**src/cprm_pkg.sv**
```systemverilog
// ----------------------------------------------------------------------------
// cprm_pkg
// Shared constants, command/status types and controller states for the
// chunk peak and rms level meter.
// ----------------------------------------------------------------------------
package cprm_pkg;

  localparam int SAMPLE_BITS              = 16;
  localparam int FS_SHIFT                 = SAMPLE_BITS - 1;
  localparam int SQ_SHIFT                 = 2 * (SAMPLE_BITS - 1);
  localparam int LEVEL_SCALE              = 10000;
  localparam int LEVEL_W                  = 14;
  localparam int INDEX_W                  = 32;
  localparam int FRAME_W                  = 17;
  // mean square quotient never exceeds 10^8, which fits in 27 bits
  localparam int MS_W                     = 27;
  localparam int ROOT_W                   = MS_W + 1;
  localparam int SCALE_DIGITS             = 8;
  localparam int ROOT_STEPS               = (MS_W + 1) / 2;
  localparam int DEFAULT_MAX_CHUNK_FRAMES = 65536;

  typedef enum logic [2:0] {
    ST_ACC,
    ST_PREP,
    ST_SCALE,
    ST_DIVIDE,
    ST_ROOT,
    ST_EMIT
  } state_t;

  typedef struct packed {
    logic accumulate;
    logic prep;
    logic scale_step;
    logic div_step;
    logic root_step;
    logic emit;
  } cmd_t;

  typedef struct packed {
    logic close_chunk;
    logic out_free;
  } sts_t;

endpackage

```
**src/cprm_ctrl.sv**
```systemverilog
// ----------------------------------------------------------------------------
// cprm_ctrl
// Controller: accepts samples, then sequences the decimal scaling, the
// restoring division and the square root at each chunk end.
// ----------------------------------------------------------------------------
module cprm_ctrl #(
  parameter int MAX_CHUNK_FRAMES = cprm_pkg::DEFAULT_MAX_CHUNK_FRAMES
) (
  input  logic          clk,
  input  logic          rst,
  input  logic          in_valid,
  output logic          in_ready,
  input  cprm_pkg::sts_t sts,
  output cprm_pkg::cmd_t cmd
);
  import cprm_pkg::*;

  localparam int CNT_W  = $clog2(MAX_CHUNK_FRAMES + 1);
  localparam int T_W    = CNT_W + MS_W;
  localparam int STEP_W = $clog2(T_W);

  state_t            state, state_next;
  logic [STEP_W-1:0] step, step_next;
  logic              step_last;

  always_ff @(posedge clk) begin
    if (rst) begin
      state <= ST_ACC;
      step  <= '0;
    end else begin
      state <= state_next;
      step  <= step_next;
    end
  end

  always_comb begin
    unique case (state)
      ST_SCALE:  step_last = (step == STEP_W'(SCALE_DIGITS - 1));
      ST_DIVIDE: step_last = (step == STEP_W'(T_W - 1));
      ST_ROOT:   step_last = (step == STEP_W'(ROOT_STEPS - 1));
      default:   step_last = 1'b0;
    endcase
  end

  // next state
  always_comb begin
    state_next = state;
    step_next  = '0;
    unique case (state)
      ST_ACC: begin
        if (in_valid && sts.close_chunk) state_next = ST_PREP;
      end
      ST_PREP: begin
        state_next = ST_SCALE;
      end
      ST_SCALE: begin
        if (step_last) state_next = ST_DIVIDE;
        else step_next = step + STEP_W'(1);
      end
      ST_DIVIDE: begin
        if (step_last) state_next = ST_ROOT;
        else step_next = step + STEP_W'(1);
      end
      ST_ROOT: begin
        if (step_last) state_next = ST_EMIT;
        else step_next = step + STEP_W'(1);
      end
      ST_EMIT: begin
        if (sts.out_free) state_next = ST_ACC;
      end
      default: state_next = ST_ACC;
    endcase
  end

  // outputs
  always_comb begin
    in_ready = 1'b0;
    cmd      = '0;
    unique case (state)
      ST_ACC: begin
        in_ready       = 1'b1;
        cmd.accumulate = in_valid;
      end
      ST_PREP:   cmd.prep       = 1'b1;
      ST_SCALE:  cmd.scale_step = 1'b1;
      ST_DIVIDE: cmd.div_step   = 1'b1;
      ST_ROOT:   cmd.root_step  = 1'b1;
      ST_EMIT:   cmd.emit       = sts.out_free;
      default: begin
        in_ready = 1'b0;
      end
    endcase
  end

endmodule

```
**src/cprm_dp.sv**
```systemverilog
// ----------------------------------------------------------------------------
// cprm_dp
// Datapath: chunk accumulators, digit-serial decimal scaling, restoring
// divider, bit-pair square root and the output register.
// ----------------------------------------------------------------------------
module cprm_dp #(
  parameter int MAX_CHUNK_FRAMES = cprm_pkg::DEFAULT_MAX_CHUNK_FRAMES
) (
  input  logic                                  clk,
  input  logic                                  rst,
  input  logic signed [cprm_pkg::SAMPLE_BITS-1:0] sample,
  input  logic                                  last_sample,
  input  cprm_pkg::cmd_t                        cmd,
  output cprm_pkg::sts_t                        sts,
  output logic                                  out_valid,
  input  logic                                  out_ready,
  output logic [cprm_pkg::INDEX_W-1:0]          chunk_index,
  output logic [cprm_pkg::LEVEL_W-1:0]          peak_level,
  output logic [cprm_pkg::LEVEL_W-1:0]          rms_level,
  output logic [cprm_pkg::FRAME_W-1:0]          frame_count
);
  import cprm_pkg::*;

  localparam int CNT_W  = $clog2(MAX_CHUNK_FRAMES + 1);
  localparam int SUM_W  = SQ_SHIFT + CNT_W;
  localparam int T_W    = CNT_W + MS_W;
  localparam int FRAC_W = SQ_SHIFT + 4;
  localparam int PROD_W = SAMPLE_BITS + LEVEL_W;

  logic [SAMPLE_BITS-1:0] peak_magnitude;
  logic [SUM_W-1:0]       square_sum;
  logic [CNT_W-1:0]       samples_in_chunk;
  logic [INDEX_W-1:0]     chunk_counter;

  // quo holds the scaled sum, then the quotient, then the root remainder
  logic [T_W-1:0]         quo;
  logic [SQ_SHIFT-1:0]    frac;
  logic [CNT_W-1:0]       rem;
  logic [ROOT_W-1:0]      root;
  logic [ROOT_W-1:0]      root_bit;

  logic [SAMPLE_BITS-1:0]   raw;
  logic [SAMPLE_BITS-1:0]   mag;
  logic [2*SAMPLE_BITS-1:0] sq;
  logic [FRAC_W-1:0]        frac_ext;
  logic [FRAC_W-1:0]        frac10;
  logic [T_W-1:0]           quo10;
  logic [CNT_W:0]           rem_sh;
  logic [CNT_W:0]           n_ext;
  logic                     q_bit;
  logic [CNT_W:0]           rem_diff;
  logic [ROOT_W-1:0]        ms;
  logic [ROOT_W-1:0]        trial;
  logic                     fits;
  logic [PROD_W-1:0]        peak_prod;

  // magnitude: the most negative sample maps to full scale
  assign raw = sample;
  assign mag = raw[SAMPLE_BITS-1] ? (~raw + SAMPLE_BITS'(1)) : raw;
  assign sq  = mag * mag;

  // one decimal digit of square_sum * 10^8 / 2^SQ_SHIFT per step
  assign frac_ext = FRAC_W'(frac);
  assign frac10   = (frac_ext << 3) + (frac_ext << 1);
  assign quo10    = (quo << 3) + (quo << 1) + T_W'(frac10[FRAC_W-1:SQ_SHIFT]);

  assign rem_sh   = {rem, quo[T_W-1]};
  assign n_ext    = {1'b0, samples_in_chunk};
  assign q_bit    = (rem_sh >= n_ext);
  assign rem_diff = rem_sh - n_ext;

  assign ms    = ROOT_W'(quo[MS_W-1:0]);
  assign trial = root + root_bit;
  assign fits  = (ms >= trial);

  assign peak_prod = peak_magnitude * LEVEL_W'(LEVEL_SCALE);

  assign sts.close_chunk = last_sample ||
                           (samples_in_chunk == CNT_W'(MAX_CHUNK_FRAMES - 1));
  assign sts.out_free    = !out_valid || out_ready;

  always_ff @(posedge clk) begin
    if (rst) begin
      peak_magnitude   <= '0;
      square_sum       <= '0;
      samples_in_chunk <= '0;
      chunk_counter    <= '0;
    end else if (cmd.accumulate) begin
      if (mag > peak_magnitude) peak_magnitude <= mag;
      square_sum       <= square_sum + SUM_W'(sq);
      samples_in_chunk <= samples_in_chunk + CNT_W'(1);
    end else if (cmd.emit) begin
      peak_magnitude   <= '0;
      square_sum       <= '0;
      samples_in_chunk <= '0;
      chunk_counter    <= chunk_counter + INDEX_W'(1);
    end
  end

  always_ff @(posedge clk) begin
    if (cmd.prep) begin
      quo      <= T_W'(square_sum >> SQ_SHIFT);
      frac     <= square_sum[SQ_SHIFT-1:0];
      rem      <= '0;
      root     <= '0;
      root_bit <= ROOT_W'(1) << (MS_W - 1);
    end else if (cmd.scale_step) begin
      quo  <= quo10;
      frac <= frac10[SQ_SHIFT-1:0];
    end else if (cmd.div_step) begin
      quo <= {quo[T_W-2:0], q_bit};
      rem <= q_bit ? rem_diff[CNT_W-1:0] : rem_sh[CNT_W-1:0];
    end else if (cmd.root_step) begin
      if (fits) begin
        quo  <= {quo[T_W-1:MS_W], MS_W'(ms - trial)};
        root <= (root >> 1) + root_bit;
      end else begin
        root <= root >> 1;
      end
      root_bit <= root_bit >> 2;
    end
  end

  always_ff @(posedge clk) begin
    if (rst) begin
      out_valid <= 1'b0;
    end else if (cmd.emit) begin
      out_valid <= 1'b1;
    end else if (out_ready) begin
      out_valid <= 1'b0;
    end
  end

  always_ff @(posedge clk) begin
    if (cmd.emit) begin
      chunk_index <= chunk_counter;
      peak_level  <= peak_prod[FS_SHIFT +: LEVEL_W];
      rms_level   <= root[LEVEL_W-1:0];
      frame_count <= FRAME_W'(samples_in_chunk);
    end
  end

endmodule

```
**src/chunk_peak_rms_meter.sv**
```systemverilog
// ----------------------------------------------------------------------------
// chunk_peak_rms_meter
// Peak and rms level meter over chunks of signed audio samples.
//
//   channel | signals                                 | role
//   --------+-----------------------------------------+-----------------------
//   in      | in_valid in_ready sample last_sample    | one sample per item
//   out     | out_valid out_ready chunk_index         | one result per chunk
//           | peak_level rms_level frame_count        |
//
// Samples that do not close their chunk are taken while in_ready stays high.
// A closing sample is followed, with in_ready low, by one prep step, 8
// decimal digit steps, CNT_W + 27 divider steps, 14 root steps and one load
// of the output register. The load waits while the previous result is still
// held; new samples are taken while a result waits.
// Reset clears the accumulators, the chunk counter and out_valid; in_ready
// is high from the first cycle.
// ----------------------------------------------------------------------------
module chunk_peak_rms_meter #(
  parameter int MAX_CHUNK_FRAMES = cprm_pkg::DEFAULT_MAX_CHUNK_FRAMES
) (
  input  logic                                  clk,
  input  logic                                  rst,
  input  logic                                  in_valid,
  output logic                                  in_ready,
  input  logic signed [cprm_pkg::SAMPLE_BITS-1:0] sample,
  input  logic                                  last_sample,
  output logic                                  out_valid,
  input  logic                                  out_ready,
  output logic [cprm_pkg::INDEX_W-1:0]          chunk_index,
  output logic [cprm_pkg::LEVEL_W-1:0]          peak_level,
  output logic [cprm_pkg::LEVEL_W-1:0]          rms_level,
  output logic [cprm_pkg::FRAME_W-1:0]          frame_count
);
  import cprm_pkg::*;

  cmd_t cmd;
  sts_t sts;

  cprm_ctrl #(
    .MAX_CHUNK_FRAMES(MAX_CHUNK_FRAMES)
  ) u_ctrl (
    .clk      (clk),
    .rst      (rst),
    .in_valid (in_valid),
    .in_ready (in_ready),
    .sts      (sts),
    .cmd      (cmd)
  );

  cprm_dp #(
    .MAX_CHUNK_FRAMES(MAX_CHUNK_FRAMES)
  ) u_dp (
    .clk         (clk),
    .rst         (rst),
    .sample      (sample),
    .last_sample (last_sample),
    .cmd         (cmd),
    .sts         (sts),
    .out_valid   (out_valid),
    .out_ready   (out_ready),
    .chunk_index (chunk_index),
    .peak_level  (peak_level),
    .rms_level   (rms_level),
    .frame_count (frame_count)
  );

`ifndef NO_ASSERTIONS
  // a flagged item closes the chunk, so input stalls for the computation
  a_close_stalls: assert property (@(posedge clk) disable iff (rst)
    (in_valid && in_ready && last_sample) |=> !in_ready)
    else $error("input not stalled after chunk end");

  // a result is never loaded over one that is still held
  a_emit_free: assert property (@(posedge clk) disable iff (rst)
    cmd.emit |-> (!out_valid || out_ready))
    else $error("result overwritten");

  a_level_range: assert property (@(posedge clk) disable iff (rst)
    out_valid |-> (peak_level <= LEVEL_W'(LEVEL_SCALE) &&
                   rms_level <= LEVEL_W'(LEVEL_SCALE)))
    else $error("level out of range");

  // accumulation and result load never coincide
  a_cmd_excl: assert property (@(posedge clk) disable iff (rst)
    cmd.accumulate |-> !cmd.emit)
    else $error("accumulate during emit");
`endif

endmodule
```
**config.mk**
```make
export PLATFORM = sky130hd
export DESIGN_NAME = chunk_peak_rms_meter
export DESIGN_NICKNAME = d
export VERILOG_FILES = /design/src/cprm_pkg.sv /design/src/cprm_ctrl.sv /design/src/cprm_dp.sv /design/src/chunk_peak_rms_meter.sv
export SDC_FILE = /design/constraint.sdc
export NUM_CORES = 2
export LEC_CHECK = 0
export BUFFER_PORTS_ARGS = -buffer_cell sky130_fd_sc_hd__buf_2
export CELL_PAD_IN_SITES_DETAIL_PLACEMENT = 1
export CELL_PAD_IN_SITES_GLOBAL_PLACEMENT = 1
export CORE_MARGIN = 3
export CORE_UTILIZATION = 50
export DETAILED_ROUTE_END_ITERATION = 12
export PLACE_DENSITY_LB_ADDON = 0.25
export SLEW_MARGIN = 40
export SYNTH_ARGS = -nofsm -noshare
export SYNTH_HDL_FRONTEND = slang
export SYNTH_SLANG_ARGS = --single-unit
```
**constraint.sdc**
```tcl
create_clock -name clk -period 9.5 [get_ports clk]
set_input_delay 0.95 -clock clk [delete_from_list [all_inputs] [get_ports clk]]
set_output_delay 0.95 -clock clk [all_outputs]
set_load 0.02 [all_outputs]
```
==> impl_metrics.env <==
export IMPL_synth_cells=3623
export IMPL_cts_htree_levels=2
export IMPL_fmax_mhz=113.6
export IMPL_setup_tns_ns=0
export IMPL_grt_pass1_wl_um=153900
export IMPL_grt_total_usage=0.2854
export IMPL_cap_viol_max_count=0
export IMPL_endpoint_kind="flip-flop"
export IMPL_num_antenna_cells=0
export IMPL_synth_top_area_frac=0.1487
export IMPL_final_cell_area_um2=34730
export IMPL_drt_total_wl_um=93880
export IMPL_io_buffers=99
export IMPL_r2r_cells=26
export IMPL_grt_max_degree=72
export IMPL_cts_resized=0
export IMPL_synth_main_ff_cell="dfxtp_1"
export IMPL_syn_to_final_growth_pct=9.494
export IMPL_yosys_warnings=0
export IMPL_drc_errors=0
export IMPL_core_rowCount=91
export IMPL_die_area_um2=66500
export IMPL_synthArstFlopShare=0
export IMPL_post_cts_setup_buffers=0
export IMPL_cts_tree="yes"
export IMPL_skew_ns=0.01480
export IMPL_rrSetupSlack_ns=1.51
export IMPL_core_um2=62280
export IMPL_gp_congestion=0.8840
export IMPL_startpoint_type="primary input"
export IMPL_yosysTopAreaCell="ha_1"
export IMPL_setup_viol=0
export IMPL_cts_buffers=42
export IMPL_min_delay_start="u_dp.root[0]$_SDFFE_PP0P_"
export IMPL_hold_viol=0
export IMPL_period_share=0.9263
export IMPL_ios=100
export IMPL_holdPathStages=0
export IMPL_avgViaCountPerCell=5.796
export IMPL_grt_pass1_vias=28522
export IMPL_tightestPinTransition_ns=0.8465
export IMPL_rr_endpoint="u_dp.quo[40]$_SDFFE_PP0P_"
export IMPL_multi_input_area_um2=21450
export IMPL_drt_iter0_drc=1501
export IMPL_status="finished clean"
export IMPL_ys_seq_area_frac=0.2486
export IMPL_grt_setup_unrepaired="no"
export IMPL_placed_area_um2=33240
export IMPL_relSlewSlack=0.4331
export IMPL_clkLatencyLatePin_ns=0.59
export IMPL_clk_pin_slew_worst_paths_ns=0.06
export IMPL_clock_sinks=332
export IMPL_min_period_ns=8.800
export IMPL_ant_nets=0
export IMPL_die_w_um=257.9
export IMPL_hpwl_um=71650
export IMPL_antenna_found_initial=0
export IMPL_yosysUniqueCellTypes=90
export IMPL_cts_buffer_depth=3
export IMPL_min_delay_worst_endpoint="u_dp.rms_level[0]$_DFFE_PP_"
export IMPL_synth_edf_count=124
export IMPL_overflow=0
export IMPL_worst_setup_path_type="in2reg"
export IMPL_yosys_top_cells_area="ha_1 (15%), fa_1 (15%), dfxtp_1 (13%), edfxtp_1 (12%), inv_1 (6.3%)"
export IMPL_fin_nets=4347
export IMPL_start_util=0.5093
export IMPL_synth_cell_area_um2=31720
export IMPL_clockRootBuffer="clkbuf_16"
export IMPL_cp_arrival_ns=9.32
export IMPL_routedWlPerCell_um=20.47
export IMPL_avgSynthCellArea_um2=8.756
export IMPL_die_y_um=257.9
export IMPL_fillers=7420
export IMPL_drive_above_1_share=0.07229
export IMPL_hp_class="reg2reg"
export IMPL_r2r_start="u_dp.frac[1]$_DFFE_PP_"
export IMPL_vias=26582
export IMPL_critPathMaxFanout=10
export IMPL_register_area_um2=7889
export IMPL_ys_ff_latch=332
export IMPL_finalMaxSlewViolations=0
export IMPL_first_pass_iters=5
export IMPL_worst_ep_required_time_ns=10.02
export IMPL_hold_buffers=0
[synth_stat cells (25+ instances only)]
cell        n
nor2b_1    38
clkbuf_1   88
nand4_1    30
nand3_1    78
a31oi_1    30
ha_1      377
nand2b_1   31
nand2_1   293
and3_1     27
dfxtp_1   208
xor2_1    106
xnor2_1   117
o21bai_1   26
mux2i_1    25
a21oi_1   244
o21ai_0   169
a211oi_1   35
a22oi_1    43
edfxtp_1  124
a21o_1     94
nor3_1     47
nor2_1    316
o31ai_1    28
fa_1      234
o21a_1     41
inv_1     529
[per-stage QoR]
step	setup WS, ns	instances	util	hold WS [ns]
after floorplan	0.8249	3632	-	0.4064
after detailed placement	0.2215	4507	0.5338	0.4544
final	0.7004	4586	0.5577	0.4741
after CTS	0.7918	4585	0.5572	0.4690
after global routing	0.1103	4586	0.5577	0.4844
after global placement	0.4402	4507	0.5335	0.4317
[routing by layer]
metal	track usage	routed length, um
met1	0.3855	42030
met4	0.07141	2359
met5	0	0
met2	0.4898	45150
met3	0.03226	4342
[cells in the final DEF (no fill, tap or decap), types with 31 or more instances in the layout]
master,instances
nand2b_1,31
xor2_1,106
a21o_1,94
buf_2,98
clkbuf_16,43
o21ai_0,169
o21a_1,41
xnor2_1,117
ha_1,377
nand2_1,292
nor2_1,314
dfxtp_1,207
nand3_1,78
buf_4,44
fa_1,234
inv_1,528
a211oi_1,35
a21oi_1,244
a22oi_1,43
nor2b_1,37
edfxtp_1,124
nor3_1,46
[how the worst max path moves through the flow]
stage | from | endpoint
after global routing | sample[5] | u_dp.square_sum[39]$_SDFFE_PP0P_
after detailed placement | sample[5] | u_dp.square_sum[39]$_SDFFE_PP0P_
after floorplan | sample[0] | u_dp.square_sum[39]$_SDFFE_PP0P_
after global placement | sample[5] | u_dp.square_sum[39]$_SDFFE_PP0P_
after CTS | sample[5] | u_dp.square_sum[39]$_SDFFE_PP0P_
final | sample[5] | u_dp.square_sum[39]$_SDFFE_PP0P_
[kinds of logic (layout without fill, tap and decap cells)]
family                     count (synthesis)  count (layout)  synth area share
xor gates and xnor gates                 223             223           0.06157
buffers and inverters                    643             760           0.07715
other                                      2              11         0.0002367
DFF                                      332             332            0.2486
muxes                                     31              31           0.01002
adders and majority gates                611             611            0.2964
and+or+nand+nor                          934             934            0.1336
AOI/OAI and AO/OA                        847             847            0.1724
[worst max-delay path, cell delays in order]
cell and delay, ns:
buf_2 0.12, nor4_1 0.53, nand3_1 0.22, nand2_1 0.14
xor2_1 0.22, clkinv_1 0.44, nand2_1 0.24, fa_1 0.49
inv_1 0.09, fa_1 0.47, fa_1 0.55, fa_1 0.53
fa_1 0.56, inv_1 0.06, fa_1 0.54, inv_1 0.04
ha_1 0.34, and4_1 0.28, nand2_1 0.09, or4_1 0.64
a311oi_1 0.39, o21ai_1 0.19, a21oi_1 0.28, a21oi_1 0.22
nor2_1 0.24, mux2_2 0.36, nor2_1 0.09
[flip-flops by register name, summed over array words and instances, names as in the netlist]
name / cells
u_dp.square_sum: 47
u_dp.quo: 44
u_dp.chunk_counter: 32
u_dp.chunk_index: 32
u_dp.frac: 30
u_dp.root: 28
u_dp.frame_count: 17
u_dp.rem: 17
u_dp.samples_in_chunk: 17
u_dp.peak_magnitude: 16
u_dp.peak_level: 14
u_dp.rms_level: 14
u_dp.root_bit: 14
u_ctrl.step: 6
u_ctrl.state: 3
u_dp.out_valid: 1
[cell type report]
class,instances,share of cell area
clock buffer,47,0.03170
clock inverter,31,0.01041
inverter,538,0.05821
multi-input combinational,2657,0.6177
sequential,332,0.2271
tap,837,0.03015
timing repair buffer,144,0.02475
Power is not shown: default switching activity piles up to over one toggle a cycle in this logic, so the estimate is an artifact.
